--- src/rtl/grisu_digit_generator_assert.svh ---
// Assertion helpers for the digit generator RTL.
`ifndef GRISU_DIGIT_GENERATOR_ASSERT_SVH
`define GRISU_DIGIT_GENERATOR_ASSERT_SVH

// Same-cycle implication or invariant.
`define GDG_ASSERT(label, clk, rst, prop, msg) \
   label: assert property (@(posedge clk) disable iff (rst) prop) else $error(msg);

// Antecedent this cycle, consequent on the next edge.
`define GDG_ASSERT_NEXT(label, clk, rst, ante, cons, msg) \
   label: assert property (@(posedge clk) disable iff (rst) (ante) |=> (cons)) else $error(msg);

`endif

--- src/rtl/gdg_pkg.sv ---
`timescale 1ns / 1ps

package gdg_pkg;

   localparam int MAX_DIGITS = 64;

   typedef logic [63:0]        frac_type;
   typedef logic signed [6:0]  bexp_type;
   typedef logic signed [9:0]  dexp_type;
   typedef logic [3:0]         digit_type;
   typedef logic [6:0]         count_type;
   typedef logic signed [7:0]  kappa_type;
   typedef logic [5:0]         shift_type;

   typedef enum logic [2:0] {
      ST_IDLE,
      ST_INT_DIG,
      ST_INT_CHK,
      ST_FRAC_MUL,
      ST_FRAC_DIG,
      ST_FINISH
   } state_type;

   localparam bexp_type EXP_MIN = -7'sd60;
   localparam bexp_type EXP_MAX = -7'sd32;
   localparam dexp_type K_MIN   = -10'sd512;
   localparam dexp_type K_MAX   = 10'sd511;

   localparam logic [31:0] POW10 [10] = '{
      32'd1, 32'd10, 32'd100, 32'd1000, 32'd10000, 32'd100000,
      32'd1000000, 32'd10000000, 32'd100000000, 32'd1000000000
   };

   // Quotient digit of p1 / 10^idx, by compare against the nine multiples.
   function automatic digit_type quot_digit(logic [31:0] p1, logic [3:0] idx);
      logic [33:0] div;
      digit_type   q;
      div = {2'b00, POW10[idx]};
      q   = '0;
      for (int j = 1; j <= 9; j++) begin
         if ({2'b00, p1} >= 34'(34'(j) * div)) begin
            q = 4'(j);
         end
      end
      return q;
   endfunction

endpackage

--- src/rtl/gdg_ifs.sv ---
`timescale 1ns / 1ps

interface gdg_req_if;
   import gdg_pkg::*;
   logic     valid;
   logic     ready;
   frac_type mp_frac;
   bexp_type mp_exp;
   frac_type delta_frac;
   dexp_type k_in;

   modport source (output valid, mp_frac, mp_exp, delta_frac, k_in, input ready);
   modport sink   (input valid, mp_frac, mp_exp, delta_frac, k_in, output ready);
endinterface

interface gdg_rsp_if;
   import gdg_pkg::*;
   logic      valid;
   logic      ready;
   digit_type digit;
   logic      digit_valid;
   logic      last;
   dexp_type  k_out;
   count_type digit_count;
   logic      truncated;

   modport source (output valid, digit, digit_valid, last, k_out, digit_count, truncated,
                   input ready);
   modport sink   (input valid, digit, digit_valid, last, k_out, digit_count, truncated,
                   output ready);
endinterface

--- src/rtl/grisu_digit_generator.sv ---
`timescale 1ns / 1ps
// Sequence: an accept in IDLE, then INT_DIG and INT_CHK for each integral position tried
//   (up to 10), then FRAC_MUL and FRAC_DIG for each fraction step (leading-zero steps
//   included), then FINISH.
// Throughput: one item at a time; req_ch.ready is high only while idle. The shared
//   digit unit (quotient compare / times-ten adder) produces each digit.
// Reset: synchronous, active high; clears the sequencer, the digit count, the pending
//   digit and the output register. Results stall the sequencer when the output register
//   is full.
`include "grisu_digit_generator_assert.svh"

module grisu_digit_generator (
   input logic        clock,
   input logic        reset,
   gdg_req_if.sink    req_ch,
   gdg_rsp_if.source  rsp_ch
);
   import gdg_pkg::*;

   // Sequencer and working registers
   state_type state_ff, state_in;
   logic [31:0] p1_ff, p1_in;          // integral remainder
   frac_type  p2_ff, p2_in;            // fractional part (times ten in FRAC_MUL)
   frac_type  dlt_ff, dlt_in;          // delta, wraps when scaled
   shift_type s_ff, s_in;              // fraction width, 32..60
   kappa_type kappa_ff, kappa_in;      // remaining digit position
   dexp_type  kexp_ff, kexp_in;
   count_type len_ff, len_in;
   logic      trunc_ff, trunc_in;

   // One digit is held back so the final one can carry last.
   digit_type pend_ff, pend_in;
   logic      pend_valid_ff, pend_valid_in;

   // Output register
   logic      out_valid_ff, out_valid_in;
   digit_type out_digit_ff, out_digit_in;
   logic      out_dvalid_ff, out_dvalid_in;
   logic      out_last_ff, out_last_in;
   dexp_type  out_k_ff, out_k_in;
   count_type out_count_ff, out_count_in;
   logic      out_trunc_ff, out_trunc_in;

   // Request decode: saturate exponent, split boundary
   bexp_type        acc_e;
   logic signed [6:0] neg_e;
   shift_type       acc_s;
   frac_type        acc_sh;
   frac_type        acc_mask;

   assign acc_e = (req_ch.mp_exp < EXP_MIN) ? EXP_MIN :
                  (req_ch.mp_exp > EXP_MAX) ? EXP_MAX : req_ch.mp_exp;
   assign neg_e    = -acc_e;
   assign acc_s    = neg_e[5:0];
   assign acc_sh   = req_ch.mp_frac >> acc_s;
   assign acc_mask = (64'd1 << acc_s) - 64'd1;

   // Shared digit unit
   kappa_type   km1;
   logic [3:0]  idx;
   digit_type   int_d;
   logic [35:0] int_prod;
   frac_type    rest;
   frac_type    mask;
   frac_type    frac_sh;
   digit_type   frac_d;
   frac_type    p2_masked;
   digit_type   cur_d;
   logic        emit;
   logic        len_full;
   logic        out_free;
   logic signed [10:0] ksum;
   dexp_type    k_sat;

   assign km1      = kappa_ff - 8'sd1;
   assign idx      = km1[3:0];
   assign int_d    = quot_digit(p1_ff, idx);
   assign int_prod = {4'b0000, POW10[idx]} * {32'd0, int_d};
   assign rest     = ({32'd0, p1_ff} << s_ff) | p2_ff;
   assign mask     = (64'd1 << s_ff) - 64'd1;
   assign frac_sh  = p2_ff >> s_ff;
   assign frac_d   = frac_sh[3:0];
   assign p2_masked = p2_ff & mask;
   assign cur_d    = (state_ff == ST_FRAC_DIG) ? frac_d : int_d;
   assign emit     = (cur_d != 4'd0) || (len_ff != 7'd0);
   assign len_full = (len_ff >= 7'(MAX_DIGITS));
   assign out_free = !out_valid_ff || rsp_ch.ready;
   assign ksum     = 11'(kexp_ff) + 11'(kappa_ff);
   assign k_sat    = (ksum < 11'(K_MIN)) ? K_MIN :
                     (ksum > 11'(K_MAX)) ? K_MAX : ksum[9:0];

   always_comb begin
      state_in      = state_ff;
      p1_in         = p1_ff;
      p2_in         = p2_ff;
      dlt_in        = dlt_ff;
      s_in          = s_ff;
      kappa_in      = kappa_ff;
      kexp_in       = kexp_ff;
      len_in        = len_ff;
      trunc_in      = trunc_ff;
      pend_in       = pend_ff;
      pend_valid_in = pend_valid_ff;
      out_valid_in  = out_valid_ff && !rsp_ch.ready;
      out_digit_in  = out_digit_ff;
      out_dvalid_in = out_dvalid_ff;
      out_last_in   = out_last_ff;
      out_k_in      = out_k_ff;
      out_count_in  = out_count_ff;
      out_trunc_in  = out_trunc_ff;

      unique case (state_ff)
         ST_IDLE: begin
            if (req_ch.valid) begin
               p1_in         = acc_sh[31:0];
               p2_in         = req_ch.mp_frac & acc_mask;
               dlt_in        = req_ch.delta_frac;
               s_in          = acc_s;
               kappa_in      = 8'sd10;
               kexp_in       = req_ch.k_in;
               len_in        = '0;
               trunc_in      = 1'b0;
               pend_valid_in = 1'b0;
               state_in      = ST_INT_DIG;
            end
         end
         ST_INT_DIG, ST_FRAC_DIG: begin
            if (emit && len_full) begin
               // limit reached: stop before this digit
               trunc_in = 1'b1;
               state_in = ST_FINISH;
            end else if (!(emit && pend_valid_ff && !out_free)) begin
               if (emit) begin
                  if (pend_valid_ff) begin
                     out_valid_in  = 1'b1;
                     out_digit_in  = pend_ff;
                     out_dvalid_in = 1'b1;
                     out_last_in   = 1'b0;
                     out_k_in      = '0;
                     out_count_in  = '0;
                     out_trunc_in  = 1'b0;
                  end
                  pend_in       = cur_d;
                  pend_valid_in = 1'b1;
                  len_in        = len_ff + 7'd1;
               end
               kappa_in = km1;
               if (state_ff == ST_INT_DIG) begin
                  p1_in    = p1_ff - int_prod[31:0];
                  state_in = ST_INT_CHK;
               end else begin
                  p2_in    = p2_masked;
                  state_in = (p2_masked > dlt_ff) ? ST_FRAC_MUL : ST_FINISH;
               end
            end
         end
         ST_INT_CHK: begin
            if (rest <= dlt_ff) begin
               state_in = ST_FINISH;
            end else if (kappa_ff > 8'sd0) begin
               state_in = ST_INT_DIG;
            end else begin
               state_in = ST_FRAC_MUL;
            end
         end
         ST_FRAC_MUL: begin
            // p2 < 2^60, so times ten stays in 64 bits; delta wraps
            p2_in    = (p2_ff << 3) + (p2_ff << 1);
            dlt_in   = (dlt_ff << 3) + (dlt_ff << 1);
            state_in = ST_FRAC_DIG;
         end
         ST_FINISH: begin
            if (out_free) begin
               out_valid_in  = 1'b1;
               out_digit_in  = pend_valid_ff ? pend_ff : 4'd0;
               out_dvalid_in = pend_valid_ff;
               out_last_in   = 1'b1;
               out_k_in      = k_sat;
               out_count_in  = len_ff;
               out_trunc_in  = trunc_ff;
               pend_valid_in = 1'b0;
               state_in      = ST_IDLE;
            end
         end
         default: begin
            state_in = ST_IDLE;
         end
      endcase
   end

   always_ff @(posedge clock) begin
      if (reset) begin
         state_ff      <= ST_IDLE;
         len_ff        <= '0;
         pend_valid_ff <= 1'b0;
         out_valid_ff  <= 1'b0;
      end else begin
         state_ff      <= state_in;
         len_ff        <= len_in;
         pend_valid_ff <= pend_valid_in;
         out_valid_ff  <= out_valid_in;
      end
   end

   always_ff @(posedge clock) begin
      p1_ff         <= p1_in;
      p2_ff         <= p2_in;
      dlt_ff        <= dlt_in;
      s_ff          <= s_in;
      kappa_ff      <= kappa_in;
      kexp_ff       <= kexp_in;
      trunc_ff      <= trunc_in;
      pend_ff       <= pend_in;
      out_digit_ff  <= out_digit_in;
      out_dvalid_ff <= out_dvalid_in;
      out_last_ff   <= out_last_in;
      out_k_ff      <= out_k_in;
      out_count_ff  <= out_count_in;
      out_trunc_ff  <= out_trunc_in;
   end

   assign req_ch.ready       = (state_ff == ST_IDLE);
   assign rsp_ch.valid       = out_valid_ff;
   assign rsp_ch.digit       = out_digit_ff;
   assign rsp_ch.digit_valid = out_dvalid_ff;
   assign rsp_ch.last        = out_last_ff;
   assign rsp_ch.k_out       = out_k_ff;
   assign rsp_ch.digit_count = out_count_ff;
   assign rsp_ch.truncated   = out_trunc_ff;

   `GDG_ASSERT(a_len_cap, clock, reset, len_ff <= 7'(MAX_DIGITS), "digit count above limit")
   `GDG_ASSERT(a_pend_len, clock, reset, (state_ff != ST_IDLE) |-> (pend_valid_ff == (len_ff != 7'd0)), "pending digit out of step with count")
   `GDG_ASSERT(a_mid_digit, clock, reset, (out_valid_ff && !out_last_ff) |-> out_dvalid_ff, "non-last item without digit")
   `GDG_ASSERT_NEXT(a_start, clock, reset, (state_ff == ST_IDLE) && req_ch.valid, state_ff == ST_INT_DIG, "accepted item did not start")

endmodule
--- src/flat_wrapper.sv ---
// flat-port wrapper written by rule: the top's interface ports become plain ports
module grisu_digit_generator_flat import gdg_pkg::*;
  (clock, reset, req_ch_valid, req_ch_mp_frac, req_ch_mp_exp, req_ch_delta_frac, req_ch_k_in, req_ch_ready, rsp_ch_valid, rsp_ch_digit, rsp_ch_digit_valid, rsp_ch_last, rsp_ch_k_out, rsp_ch_digit_count, rsp_ch_truncated, rsp_ch_ready);
  gdg_req_if req_ch_i ();
  gdg_rsp_if rsp_ch_i ();
  input logic clock;
  input logic reset;
  input wire logic [$bits(req_ch_i.valid)-1:0] req_ch_valid;
  input wire logic [$bits(req_ch_i.mp_frac)-1:0] req_ch_mp_frac;
  input wire logic [$bits(req_ch_i.mp_exp)-1:0] req_ch_mp_exp;
  input wire logic [$bits(req_ch_i.delta_frac)-1:0] req_ch_delta_frac;
  input wire logic [$bits(req_ch_i.k_in)-1:0] req_ch_k_in;
  output wire logic [$bits(req_ch_i.ready)-1:0] req_ch_ready;
  output wire logic [$bits(rsp_ch_i.valid)-1:0] rsp_ch_valid;
  output wire logic [$bits(rsp_ch_i.digit)-1:0] rsp_ch_digit;
  output wire logic [$bits(rsp_ch_i.digit_valid)-1:0] rsp_ch_digit_valid;
  output wire logic [$bits(rsp_ch_i.last)-1:0] rsp_ch_last;
  output wire logic [$bits(rsp_ch_i.k_out)-1:0] rsp_ch_k_out;
  output wire logic [$bits(rsp_ch_i.digit_count)-1:0] rsp_ch_digit_count;
  output wire logic [$bits(rsp_ch_i.truncated)-1:0] rsp_ch_truncated;
  input wire logic [$bits(rsp_ch_i.ready)-1:0] rsp_ch_ready;
  assign req_ch_i.valid = req_ch_valid;
  assign req_ch_i.mp_frac = req_ch_mp_frac;
  assign req_ch_i.mp_exp = req_ch_mp_exp;
  assign req_ch_i.delta_frac = req_ch_delta_frac;
  assign req_ch_i.k_in = req_ch_k_in;
  assign req_ch_ready = req_ch_i.ready;
  assign rsp_ch_valid = rsp_ch_i.valid;
  assign rsp_ch_digit = rsp_ch_i.digit;
  assign rsp_ch_digit_valid = rsp_ch_i.digit_valid;
  assign rsp_ch_last = rsp_ch_i.last;
  assign rsp_ch_k_out = rsp_ch_i.k_out;
  assign rsp_ch_digit_count = rsp_ch_i.digit_count;
  assign rsp_ch_truncated = rsp_ch_i.truncated;
  assign rsp_ch_i.ready = rsp_ch_ready;
  grisu_digit_generator u_core (.clock(clock), .reset(reset), .req_ch(req_ch_i), .rsp_ch(rsp_ch_i));
endmodule
--- config.mk ---
export PLATFORM = sky130hd
export DESIGN_NAME = grisu_digit_generator_flat
export DESIGN_NICKNAME = d
export VERILOG_FILES = /design/src/rtl/gdg_pkg.sv /design/src/rtl/gdg_ifs.sv /design/src/rtl/grisu_digit_generator.sv /design/src/flat_wrapper.sv
export VERILOG_INCLUDE_DIRS = /design/src /design/src/rtl
export SDC_FILE = /design/constraint.sdc
export NUM_CORES = 2
export LEC_CHECK = 0
export BUFFER_PORTS_ARGS = -buffer_cell sky130_fd_sc_hd__buf_2
export CORE_MARGIN = 1.5
export CORE_UTILIZATION = 50
export CTS_CLUSTER_DIAMETER = 50
export CTS_CLUSTER_SIZE = 30
export DETAILED_ROUTE_END_ITERATION = 6
export PLACE_DENSITY = 0.67
export RECOVER_POWER = 50
export SYNTH_ARGS = -nofsm -noshare
export SYNTH_HDL_FRONTEND = slang
export SYNTH_SLANG_ARGS = --single-unit
--- constraint.sdc ---
create_clock -name clock -period 43.9 [get_ports clock]
set_clock_uncertainty 0.2 [all_clocks]
set_input_delay 4.39 -clock clock [delete_from_list [all_inputs] [get_ports clock]]
set_output_delay 4.39 -clock clock [all_outputs]
set_load 0.05 [all_outputs]
==> impl_metrics.toml <==
[run_status]
status = "complete, but fails checks"
violations = "design-rule violations, max-capacitance violations, max-slew violations"

[logic_synthesis]
synth_edf_count = 213
yosysTopAreaCell = "ha_1"
synth.distinct_cells = 103
ys_top_cells_by_count = "ha_1, nand2_1, inv_1"
yosysTopAreaCellShare_pct = 19.8
synthTopCellsByArea = "ha_1, edfxtp_1, fa_1"
ys.warnings.count = 0
yosysMostFrequentCell = "ha_1"
syn_area_um2 = 41500
ys_seq_elements = 225
ys.flop_type = "edfxtp_1"
ys_async_sr_fraction_pct = 0
ys_seq_area_share_pct = 16.0
avgSynthCellArea_um2 = 8.11
synth_cells = 5112

[sta]
tightest_slew_ps = 3300
min_period_ps = 14160
max_freq_mhz = 70.6
relSlewSlack_pct = -120
fin_crit_sh_pct = 32.3
setup-tns-final_ps = 0
hold_violations = 0
finalSetupViolations = 0
drv_slew = 238
rsz0062_at_grt = "false"

[worst_hold_path]
holdPathStages = 2
hp-class = "reg2reg"

[cts]
clk_latency_ps = 600
cts_tree = "yes"
cts_htree_levels = 2
cts_hold_buf = 0
path_clk_slew_ps = 60
post_cts_buffers = 0
cts_root_buf = "clkbuf_16"
cts.repair.resized = 0
cts_buffer_depth = 3
clock-sinks = 225
cts_buffers = 41

[critical_path]
r2r_slack_ps = 29740
crit_path_max_fanout = 19
ff2ff_path_depth = 51
cp.depth = 51
start_kind = "flip-flop"
path_buf_inv = 5
cp_data_arrival_time_ps = 14190
cp.required_ps = 43930
cp-end-kind = "flip-flop"
cpPeakStageDelay_ps = 850
critPathSlowestCell = "a2111oi_0"
path_class = "reg2reg"
cp_top_family = "compound AO/OA/AOI/OAI gates"
cp_common_cell = "a21oi_1"

[finish]
drive_gt1_share_pct = 8.28
fin_nets = 6104
num-fill-cells = 7861
syn_to_final_growth_pct = 8.07
antenna_cells = 0
multi_input_area_um2 = 32500
area.sequential_um2 = 6640

[global_routing]
grt_pass1_vias = 39000
grt_pass1_wl_um = 234000
grt_usage_pct = 35.5
grt_max_degree = 143
antenna_found_initial = 0
overflow = 0

[floorplanning]
core-area_um2 = 82100
die_w_um = 291
std_cell_rows = 105
fp.dieH_um = 291
ioPinCount = 175
start_util_pct = 50.5
dieArea_um2 = 84700

[run]
drv_cap = 5

[placement]
numPortBuffers = 174
place_congestion = 1.02
dp_hpwl_um = 120000

[routing]
finalWirelength_um = 153000
ant_nets = 0
drc = 1
vias_per_cell = 6.42
dr.pass1.iters = 7
wire_per_inst_um = 24.3
drtIter0Drc = 3878
route.vias.total = 40400
## worst min-delay path, cell delays in order (launching register included)
cell and delay, ps:
dfxtp_1 320, nand2_1 60, a21oi_1 50
## kinds of logic (layout without fill, tap and decap cells)
group | Yosys count | count (layout) | share of synthesized area [%]
AOI/OAI and AO/OA | 1596 | 1596 | 25.1
and+or+nand+nor | 1441 | 1441 | 16.5
adders and majority gates | 761 | 761 | 24.9
buffers and inverters | 621 | 730 | 5.76
xor gates and xnor gates | 238 | 238 | 5.03
muxes | 228 | 228 | 6.82
DFF | 225 | 225 | 16.0
other | 2 | 9 | 0.0181
## layer usage
metal,global-route usage [%],share of wire (%),vias to the layer above
met5,0,0,-
met4,20.3,6.4,0
met3,5.18,7.9,456
met2,56.8,45,1889
met1,45.7,41,19100
li1,-,-,19000
## registers in the layout, summed over array words and instances (netlist names)
signal / flops
u_core.rsp_ch.digit_count: 7
u_core.rsp_ch.digit_valid: 1
u_core.rsp_ch.k_out: 10
u_core.p2_ff: 64
u_core.pend_ff: 4
u_core.p1_ff: 32
u_core.trunc_ff: 1
u_core.len_ff: 7
u_core.rsp_ch.valid: 1
u_core.kappa_ff: 8
u_core.rsp_ch.last: 1
u_core.rsp_ch.truncated: 1
u_core.kexp_ff: 10
u_core.dlt_ff: 64
u_core.state_ff: 3
u_core.rsp_ch.digit: 4
u_core.pend_valid_ff: 1
u_core.s_ff: 6
## final cells by class
type / count / share of cell area (%)
Tap cell: 1070 / 2.99
Multi-Input combinational cell: 4273 / 72.6
Clock buffer: 49 / 2.40
Timing Repair Buffer: 247 / 3.08
Inverter: 407 / 3.42
Clock inverter: 27 / 0.757
Sequential cell: 225 / 14.8
## metrics by stage
step	setup slack [ps]	util (%)	hold WS [ps]	instances	instance area [um^2]
2_1_floorplan	28400	-	249	5119	41500
3_3_place_gp	30450	52.9	259	6222	43500
3_5_place_dp	30170	52.9	270	6222	43500
4_1_cts	30020	54.7	278	6298	44900
5_1_grt	28780	54.6	304	6298	44800
6_report	29740	54.6	277	6298	44800
## path summary, 6_finish.rpt
| kind | from | end |
|---|---|---|
| setup / recovery | u_core.kappa_ff[1] | u_core.p1_ff[31] |
| hold / removal | u_core.len_ff[1] | u_core.len_ff[1] |
| setup reg to reg | u_core.kappa_ff[1] | u_core.p1_ff[31] |
| hold reg to reg | u_core.len_ff[1] | u_core.len_ff[1] |
## layout by cell type (no fill, tap or decap), types with 32 or more instances in the layout
cell type  Yosys  layout
mux2i_1      153     153
nand2b_1      65      65
and3_1        32      32
and2_1        61      57
ha_1         655     655
buf_4          1      67
inv_1        397     397
edfxtp_1     213     213
fa_1         105     105
nand4_1       88      88
buf_2         22     147
o211ai_1      36      36
o21bai_1      47      47
nor3_1        69      68
o31ai_1       32      32
a21oi_1      392     391
a21o_1       237     237
mux2_2        35      35
mux4_2        40      40
clkbuf_16      0      41
xnor2_1      142     141
o21ai_0      382     381
clkbuf_1     146      38
xor2_1        96      96
nand3_1       83      83
a211oi_1      73      73
nand2_1      466     464
nor2_1       379     378
nor2b_1       87      86
a31oi_1       52      52
o21a_1        58      58
Power is left out: the tool's default activity adds up to more than one toggle a clock period on the data nets, which glitch-free logic cannot reach.
